<file path="src/rtl/assert_macros.svh">
// Assertion macros shared by the RTL files
`ifndef ASSERT_MACROS_SVH
`define ASSERT_MACROS_SVH

// Implication checked at every clock edge outside reset
`define ASSERT_IMPLY(label, clk, rst, ante, cons, msg) \
  label: assert property (@(posedge clk) disable iff (rst) (ante) |-> (cons)) \
    else $error(msg);

// Implication whose consequent is checked in the cycle after the antecedent
`define ASSERT_NEXT(label, clk, rst, ante, cons, msg) \
  label: assert property (@(posedge clk) disable iff (rst) (ante) |=> (cons)) \
    else $error(msg);

`endif

</file>
<file path="src/rtl/ttt_pkg.sv">
// Package: constants, types and helpers for the thermistor temperature tracker
package ttt_pkg;

  localparam int AdcBits = 12;
  localparam logic [11:0] CodeTop = 12'((1 << AdcBits) - 1);

  localparam logic [29:0] Ln2Q30 = 30'd744261118;
  // Steinhart-Hart coefficients, Q56
  localparam logic [63:0] ShAQ56 =
    ((((64'd1129148 << 40) / 64'd1953125) << 7) +
     ((((64'd1129148 << 40) % 64'd1953125) << 7) / 64'd1953125));
  localparam logic [63:0] ShBQ56 =
    ((((64'd234125 << 40) / 64'd1953125) << 7) +
     ((((64'd234125 << 40) % 64'd1953125) << 7) / 64'd1953125));
  localparam logic [63:0] ShCQ56 =
    ((((64'd876741 << 40) / 64'd1220703125) << 3) +
     ((((64'd876741 << 40) % 64'd1220703125) << 3) / 64'd1220703125));

  // ceil(2^22 / 5), exact floor divide by 5 below 2^20
  localparam logic [19:0] FahrRecip = 20'd838861;

  localparam logic signed [16:0] CelsiusMin = -17'sd15000;
  localparam logic signed [16:0] CelsiusMax = 17'sd50000;
  localparam logic signed [16:0] LastReset = -17'sd10000;

  localparam logic [1:0] CfgSeries = 2'd0;
  localparam logic [1:0] CfgOffset = 2'd1;
  localparam logic [1:0] CfgThresh = 2'd2;

  // Datapath operations
  localparam logic [3:0] OpNone   = 4'd0;
  localparam logic [3:0] OpLnLoad = 4'd1;
  localparam logic [3:0] OpLnSq   = 4'd2;
  localparam logic [3:0] OpLnEnd  = 4'd3;
  localparam logic [3:0] OpMulLd  = 4'd4;
  localparam logic [3:0] OpMulHH  = 4'd5;
  localparam logic [3:0] OpMulHL  = 4'd6;
  localparam logic [3:0] OpMulLH  = 4'd7;
  localparam logic [3:0] OpMulLo  = 4'd8;
  localparam logic [3:0] OpDivLd  = 4'd9;
  localparam logic [3:0] OpDivStp = 4'd10;
  localparam logic [3:0] OpFinish = 4'd11;

  typedef struct packed {
    logic [3:0] op;
    logic [1:0] sel;
  } ttt_cmd_t;

  typedef struct packed {
    logic d_pos;
  } ttt_sts_t;

endpackage

</file>
<file path="src/rtl/ttt_control.sv">
// Controller: sequences log, multiply and divide steps for one request
`include "assert_macros.svh"
module ttt_control
  import ttt_pkg::*;
(
  input  logic       clk,
  input  logic       rst,
  input  logic       start,
  input  logic       conn,
  input  ttt_sts_t   sts,
  output ttt_cmd_t   cmd,
  output logic       busy,
  output logic       done
);

  localparam logic [3:0] SIdle  = 4'd0;
  localparam logic [3:0] SLnLd  = 4'd1;
  localparam logic [3:0] SLnSq  = 4'd2;
  localparam logic [3:0] SLnEnd = 4'd3;
  localparam logic [3:0] SMLd   = 4'd4;
  localparam logic [3:0] SMHH   = 4'd5;
  localparam logic [3:0] SMHL   = 4'd6;
  localparam logic [3:0] SMLH   = 4'd7;
  localparam logic [3:0] SMLo   = 4'd8;
  localparam logic [3:0] SDivLd = 4'd9;
  localparam logic [3:0] SDiv   = 4'd10;
  localparam logic [3:0] SFin   = 4'd11;

  logic [3:0] state, state_next;
  logic [5:0] cnt, cnt_next;
  logic [1:0] sel, sel_next;

  assign busy = (state != SIdle);
  assign done = (state == SFin);

  always_comb begin
    state_next = state;
    cnt_next = cnt;
    sel_next = sel;
    cmd.op = OpNone;
    cmd.sel = sel;
    case (state)
      SIdle: if (start) begin
        state_next = conn ? SLnLd : SFin;
        sel_next = 2'd0;
      end
      SLnLd: begin
        cmd.op = OpLnLoad; cnt_next = 6'd0; state_next = SLnSq;
      end
      SLnSq: begin
        cmd.op = OpLnSq; cnt_next = cnt + 6'd1;
        if (cnt == 6'd27) state_next = SLnEnd;
      end
      SLnEnd: begin
        cmd.op = OpLnEnd;
        if (sel == 2'd2) begin sel_next = 2'd0; state_next = SMLd; end
        else begin sel_next = sel + 2'd1; state_next = SLnLd; end
      end
      SMLd: begin cmd.op = OpMulLd; state_next = SMHH; end
      SMHH: begin cmd.op = OpMulHH; state_next = SMHL; end
      SMHL: begin cmd.op = OpMulHL; state_next = SMLH; end
      SMLH: begin cmd.op = OpMulLH; state_next = SMLo; end
      SMLo: begin
        cmd.op = OpMulLo;
        if (sel == 2'd3) state_next = SDivLd;
        else begin sel_next = sel + 2'd1; state_next = SMLd; end
      end
      SDivLd: begin
        cmd.op = OpDivLd; cnt_next = 6'd0;
        state_next = sts.d_pos ? SDiv : SFin;
      end
      SDiv: begin
        cmd.op = OpDivStp; cnt_next = cnt + 6'd1;
        if (cnt == 6'd63) state_next = SFin;
      end
      SFin: begin cmd.op = OpFinish; state_next = SIdle; end
      default: state_next = SIdle;
    endcase
  end

  always_ff @(posedge clk) begin
    if (rst) begin
      state <= SIdle;
      cnt <= '0;
      sel <= '0;
    end else begin
      state <= state_next;
      cnt <= cnt_next;
      sel <= sel_next;
    end
  end

  `ASSERT_NEXT(a_start_busy, clk, rst, start && !busy, busy,
    "request accepted but controller stayed idle")
  `ASSERT_IMPLY(a_div_count, clk, rst, state == SDiv, cnt <= 6'd63,
    "divide counter overran")

endmodule

</file>
<file path="config.mk">
export PLATFORM = sky130hd
export DESIGN_NAME = ttt_control
export DESIGN_NICKNAME = d
export VERILOG_FILES = /design/src/rtl/ttt_pkg.sv /design/src/rtl/ttt_control.sv
export VERILOG_INCLUDE_DIRS = /design/src /design/src/rtl
export SDC_FILE = /design/constraint.sdc
export NUM_CORES = 1
export LEC_CHECK = 0
export BUFFER_PORTS_ARGS = -buffer_cell sky130_fd_sc_hd__buf_4
export CAP_MARGIN = 20
export CORE_MARGIN = 5
export CORE_UTILIZATION = 55
export CTS_BUF_LIST = sky130_fd_sc_hd__clkbuf_4 sky130_fd_sc_hd__clkbuf_8
export DETAILED_ROUTE_END_ITERATION = 10
export GPL_TIMING_DRIVEN = 0
export PLACE_DENSITY = 0.81
export RECOVER_POWER = 50
export SLEW_MARGIN = 15
export SYNTH_ARGS = -nofsm -noshare
export SYNTH_HDL_FRONTEND = slang
export SYNTH_SLANG_ARGS = --single-unit
</file>
<file path="constraint.sdc">
create_clock -name clk -period 1.6 [get_ports clk]
set_input_delay 0.16 -clock clk [delete_from_list [all_inputs] [get_ports clk]]
set_output_delay 0.16 -clock clk [all_outputs]
set_load 0.01 [all_outputs]
</file>
[Yosys cells after proc, flatten, opt, wreduce, memory -nomap -nowiden]
Cells that the tools add are included.
Storage, ports and cells
  bits of input ports: 5
  output and inout port bits: 8
  register bits: 12
Operators by class
  reduce and logical (&&, ||, !) cells: 8
  mux-type cells: 14
  equal/unequal tests: 19
  $add $sub $neg: 2
Operators by type and width (number)
  $pmux 4 s11: 2
  $mux 4: 5
  $eq 4x3->1 const B: 4
  $eq 4x4->1 const B: 4
  $pmux 6 s2: 1
  $eq 4x2->1 const B: 2
  $ne 2x2->1 const B: 4
  $add 6x1->6 const B: 1
  $eq 6x5->1 const B: 1
  $eq 6x6->1 const B: 1
  $mux 2: 3
  $pmux 2 s3: 1
  $reduce_and 3->1: 2
  $eq 2x2->1 const B: 2
  $eq 4x1->1 const B: 1
  $logic_not 4->1: 1
  $reduce_bool 4->1: 1
  $reduce_or 2->1: 2
  $mux 3: 1
  $reduce_bool 3->1: 1
  $add 2x1->2 const B: 1
  $reduce_bool 2->1: 1
  $mux 1: 1

[Depth between registers and ports, before layout]
Gate-level depths: netlist of run 1.
  word-level depth: 3
  mapped depth: 6
  depth with buffers taken out: 6

[Worst setup path after synthesis of run 1]
Ideal clock, no wire load.
  path type: register to register
  start: register state[3]
  end: register state[3]
  period minus slack after synthesis: 1.414 ns
  path slack: 0.186 ns
  data arrival time: 1.297 ns
  stages on the path, launching flop included: 5
  path through: dfxtp_1 or4_4 o22ai_2 a211oi_1 a32o_1
On the way
  word-level cells in the longest chain between the ends: 3
RTL lines
  from (decl): line ttt_control.sv:29  | logic [3:0] state, state_next;
  from (signal assigned): line ttt_control.sv:83  | state <= SIdle;
  from (signal assigned): line ttt_control.sv:87  | state <= state_next;
  $eq 4x4->1, or another cell as far along: line ttt_control.sv:42  | case (state)
  $ne 2x2->1 (no line)
  $reduce_and 3->1 (no line)
Several ways; a longest one is shown, not always the timed one.
A chain may end at the register's enable or synchronous reset.

==> summary.txt, run 1 <==
Status - completed
Clock Skew - 4.953 ps
Vias in the first global route - 922
Final hold violations - 0
Initial Utilization - 59.58%
Avg Cell Area, Syn - 7.590 um^2
Final wirelength - 2.476 mm
Fin worst setup slack - 45.91 ps
Number of synthesized flops with an enable pin - 0
Detail Placement HPWL - 1.733 mm
Clk sinks - 12
Ys Warns - 0
Register area share after synthesis - 26.16%
Syn_nets - 131
TritonRoute pass-1 iters - 4
Die Height - 50.86 um
First-pass GRT wire length - 4.036 mm
Slew Viols, Final - 0
Worst slew margin - 70.18%
Final hold slack - 116.6 ps
Asr flop ratio synth - 0%
Port buffer count - 12
Primary FF master, synth - dfxtp_1
CP max stage cell - dfxtp_2
Critical Path RT - 1440 ps
Slowest stage delay, CP - 380 ps
N_diodes - 0
Cell Pwr Density - 1549 nW/um^2
Crit path arrival time - 1390 ps
Setup violations, final - 0
Min-Delay Path Class - in -> reg
# DRC - 0
Fin util - 71.10%
Kind of critical path - reg -> out
Vias after detailed routing - 1,017
Std cell rows - 14
Post-synth cell types - 41
GPL Wtd Cong - 0.8805
Area taken by multi-input logic gates - 634.4 um^2
Most used cell, CP - buf_4
Width of the die - 50.86 um
Worst-path cell chain - clkbuf_4, buf_4, inv_1, a21oi_1, buf_4
CTS Buf Count - 3
Layout Nets - 147
Cts hold-fix bufs - 0
Reg2Reg Setup Slack - 120 ps
Via density - 6.691
Setup crit end kind - primary output
CTS tree - built
#FFs+latches synth - 12
Startpoint types - flip-flop
Worst Tran Pin Value - 447.2 ps
Maximum VDD drop - 0.8634 mV
Clock buffer depth - 2
Largest net degree at the start of global routing - 20
Filler Cell Count - 122
Final period utilization - 97.13%
Clk Tree Root Cell - clkbuf_4
Layout cell share with drive strength beyond 1 - 22.06%
Tmin final - 1554 ps
Overall routing resource usage - 19.49%
Std-Cell Core Area - 1541 um^2
FF/Latch Area - 246.5 um^2
Clock latency on the worst-skew pair - 280 ps
Initial drt markers - 81
Depth of the CTS H-tree - 1
Place WS - 51.96 ps
Area Overhead vs Synth - 19.35%
Final ANT Viol Nets - 0
Static leakage - 0.0004167 uW
Wire per inst - 16.29 um
Die area - 2587 um^2
Post-Syn Area - 918.4 um^2
Worst-path clk slew - 90 ps
Max Freq - 643.5 MHz
Antenna violations before repair - 0
GRT overflow - 0
Crit path max fanout - 10
Max-cap violation count - 0
Post-Syn Instances - 121
Boundary pin count - 13
Tot Pwr - 1698 uW
[area by class of cell]
type / count / area share (%)
repair buffers: 12 / 7.534
clock buffers: 4 / 3.311
well taps: 16 / 1.826
multi-input cells: 94 / 57.88
plain buffers: 8 / 4.909
flip-flops and latches: 12 / 22.49
inverters: 6 / 2.055
[critical path: cells and delay by family (launching register included)]
| family | cells | cell delay, ps |
|---|---|---|
| buffers and inverters | 4 | 620 |
| DFF | 1 | 380 |
| AOI/OAI and AO/OA | 1 | 120 |
[repair_timing]
action                                  CTS  global route
endpoints found under the setup margin    3             7
setup buffers                             0             0
resized for setup                         7            12
[logic make-up after synthesis]
kind of cell / after synthesis / share of synthesized area [%]
adders and majority gates: 5 / 6.812
AOI/OAI and AO/OA: 45 / 32.70
buffers and inverters: 15 / 6.811
and+or+nand+nor: 44 / 27.52
DFF: 12 / 26.16
[flip-flops by register name, indices dropped and copies added, names as in the netlist]
signal and count:
cnt 6, state 4, sel 2
[synth_stat cells (2+ instances only)]
master	instances	share of area [%]
a21boi_0	2	1.6
a21oi_1	9	4.9
a22oi_1	2	1.6
and2_1	2	1.4
and3_1	3	2.0
buf_2	5	2.7
clkbuf_1	4	1.6
dfxtp_1	12	26
ha_1	5	6.8
inv_1	6	2.5
nand2_1	5	2.0
nand2b_1	4	2.7
nand3_1	2	1.1
nand3b_1	2	1.6
nand4_1	2	1.4
nor2_1	8	3.3
nor2b_1	5	3.4
nor3_1	4	2.2
nor4b_1	2	1.9
o21a_1	2	1.6
o21ai_0	12	6.5
o22ai_1	2	1.4
o31ai_1	2	1.6
o41ai_1	2	1.9
[layer usage]
layer	up-vias	share of wire, %	track usage [%]
met4	0	2.3	8.085
met1	460	43	27.69
met5	-	0	0
li1	479	-	-
met3	10	9.7	2.907
met2	68	45	29.13
[path summary, 6_finish.rpt]
| path | cells past startpoint | from | to |
|---|---|---|---|
| hold / removal | 2 | rst | sel[0] |
| setup reg to reg | 4 | cnt[2] | cnt[5] |
| setup / recovery | 5 | state[0] | cmd[2] |
| hold reg to reg | 2 | sel[1] | sel[1] |
[power by group]
group          total, uW  internal (uW)  leakage, uW  switching [uW]
sequential           455            366    0.0000988            88.5
clock                259            139    0.0000210             121
combinational        984            439     0.000297             545
total               1700            943     0.000417             755
[stage by stage]
step,cell area (um^2),setup TNS [ps],instances
5_1_grt,1096,-31.97,152
3_3_place_gp,1028,0,149
4_1_cts,1075,0,152
3_5_place_dp,1028,0,149
2_1_floorplan,918.4,0,121
6_report,1096,0,152
[layout by cell type, fill, tap and decap left out, types with 3 or more instances in the layout]
cell type / instances
a21oi_1: 9
and3_1: 3
buf_4: 14
clkbuf_1: 3
clkbuf_4: 5
dfxtp_1: 9
ha_1: 5
inv_1: 6
nand2_1: 5
nand2b_1: 4
nor2_1: 8
nor2b_1: 4
nor3_1: 4
o21ai_0: 12
Note: power is estimated with default switching activity, not from simulation.
==> run 2, diff against run 1 <==
- BUFFER_PORTS_ARGS: -buffer_cell sky130_fd_sc_hd__buf_4 -> default
- DONT_BUFFER_PORTS: default -> 1
- PLACE_DENSITY: 0.81 -> 0.74
==> run 2 against run 1 <==
Flip-flop and latch count unchanged. Cell count decreased by 7.2%. Die area stayed put. Global-route usage rose by 0.26 points. Clock skew decreased by 0.77 ps. Critical path depth decreased by 1. Design area fell by 5.8%. Utilization fell by 4.1 points. Sequential power barely moved. Wire length down 3.4%. Fmax is 0.79% higher. Critical path type is now reg -> reg. Largest cell class unchanged. Largest power group unchanged. Highest routed layer unchanged.
==> summary.txt, run 2 (synthesis gave the netlist of run 1 again) <==
TritonRoute pass-1 iters - 6 (+2)
Clock Skew - 4.182 ps (-0.7712 ps)
Worst-path clk slew - 80 ps (about the same)
Setup crit end kind - flip-flop
Filler Cell Count - 138 (+13%)
CTS Buf Count - 3 (unchanged)
Status - completed
Clk Tree Root Cell - clkbuf_4
Clock latency on the worst-skew pair - 270 ps (about the same)
Cell Pwr Density - 1533 nW/um^2 (-1.1%)
Tot Pwr - 1583 uW (-6.8%)
Final period utilization - 96.37% (-0.76 points)
Overall routing resource usage - 19.75% (+0.26 points)
Worst Tran Pin Value - 482.4 ps (+35.20 ps)
FF/Latch Area - 246.5 um^2 (unchanged)
Crit path arrival time - 1710 ps (+320 ps)
Top flop regs - cnt x6, state x4, sel x2
Setup violations, final - 0 (unchanged)
Std-Cell Core Area - 1541 um^2 (unchanged)
Area Overhead vs Synth - 12.40%
Antenna violations before repair - 0 (unchanged)
Final hold violations - 0 (unchanged)
Initial drt markers - 29 (-64%)
Max-cap violation count - 0 (unchanged)
Slew Viols, Final - 0 (unchanged)
Layout Nets - 136 (-7.5%)
First-pass GRT wire length - 3.995 mm (-1.0%)
Most frequent cells in the layout - o21ai_0 (12), clkbuf_4 (8), nor2_1 (8), a21oi_1 (8), dfxtp_1 (7)
Depth of the CTS H-tree - 1 (unchanged)
Min-Delay Path Class - in -> reg
Static leakage - 0.0003644 uW (-13%)
Clock buffer depth - 2 (unchanged)
Boundary pin count - 13 (unchanged)
Area taken by multi-input logic gates - 645.6 um^2 (+1.8%)
Crit path max fanout - 10 (unchanged)
Maximum VDD drop - 0.8544 mV (-1.0%)
Std cell rows - 14 (unchanged)
Worst slew margin - 67.84% (-2.3 points)
Max reg flops - 6 (unchanged)
Wire per inst - 16.96 um (+4.1%)
Area after DPL - 938.4 um^2 (-8.8%)
Detail Placement HPWL - 1.713 mm (-1.2%)
Die area - 2587 um^2 (unchanged)
Width of the die - 50.86 um (unchanged)
Initial Utilization - 59.58% (unchanged)
CTS tree - built
GRT overflow - 0 (unchanged)
Critical Path RT - 1760 ps (+320 ps)
GPL Wtd Cong - 0.8633 (-2.0%)
Via density - 6.745 (+0.81%)
N_diodes - 0 (unchanged)
Final wirelength - 2.391 mm (-3.4%)
Die Height - 50.86 um (unchanged)
Setup bufs post-CTS - 0 (unchanged)
Worst hold path cell count - 2 (unchanged)
Design area - 1032 um^2 (-5.8%)
Kind of critical path - reg -> reg
Layout cell share with drive strength beyond 1 - 19.20% (-2.9 points)
Most common cell after layout, fill and taps aside - o21ai_0
Reg2Reg Setup Slack - 60 ps (-60 ps)
Max Freq - 648.5 MHz (+0.79%)
Worst Reg-to-Reg Cells - 4 (unchanged)
Vias after detailed routing - 951 (-6.5%)
# DRC - 0 (unchanged)
Most flops, register - cnt
Largest net degree at the start of global routing - 20 (unchanged)
Port buffer count - 0 (-12)
Startpoint types - flip-flop
Vias in the first global route - 898 (-2.6%)
Final ANT Viol Nets - 0 (unchanged)
Clk sinks - 12 (unchanged)
Tmin final - 1542 ps (-12.11 ps)
[run 2: changes by cell type in the layout (fill, tap and decap cells not counted), sizes merged]
cell,delta
buf,-15
dlygate4sd3,+1
clkbuf,+3
[run 2: what timing repair did]
item,in CTS,in global routing
resized for setup,7,14
hold buffers,1,0
endpoints found under the hold margin,1,0
pin swaps,0,1
endpoints found under the setup margin,5,6
[run 2: power by group]
part	total (uW)	switching (uW)	internal (uW)
Clock	247	108	138
Combinational	880	520	360
Sequential	456	92.1	363
Total	1580	720	862
[run 2: area by class of cell]
cell class / instances / area share [%]
clock buffers: 4 / 3.515
plain buffers: 8 / 4.970
inverters: 6 / 2.182
repair buffers: 1 / 0.9697
multi-input cells: 94 / 62.55
flip-flops and latches: 12 / 23.88
well taps: 16 / 1.939
[run 2: worst max-delay path: stages, from the launching register on]
cell,delay [ps]
dfxtp_2,350
clkbuf_4,180
nor4b_1,400
o31ai_2,190
o41ai_1,320
[run 2: final timing paths]
kind,startpoint,end
worst max-delay path,state[0],sel[1]
worst min-delay path,rst,state[0]
worst max register to register,state[0],sel[1]
worst min register to register,cnt[1],cnt[1]
[run 2: routing by layer]
layer / GRT usage, % / part of all wire (%) / routed length, um
met5: 0 / 0 / 0
met4: 5.957 / 0.96 / 23
met3: 5.523 / 9.0 / 215
met2: 32.44 / 47 / 1128
met1: 24.96 / 43 / 1023
[run 2: through the flow]
step | TNS, ps | utilization, % | instances | worst slack, ps | hold WS, ps
2_1_floorplan | 0 | - | 121 | 185.9 | 264.2
5_1_grt | -44.22 | 66.96 | 141 | -42.74 | 62.98
6_report | 0 | 66.96 | 141 | 58.02 | 63.19
3_3_place_gp | 0 | 60.88 | 137 | 10.20 | 270.8
4_1_cts | 0 | 64.85 | 141 | 20.12 | 89.15
3_5_place_dp | -20.00 | 60.88 | 137 | -20.00 | 270.5
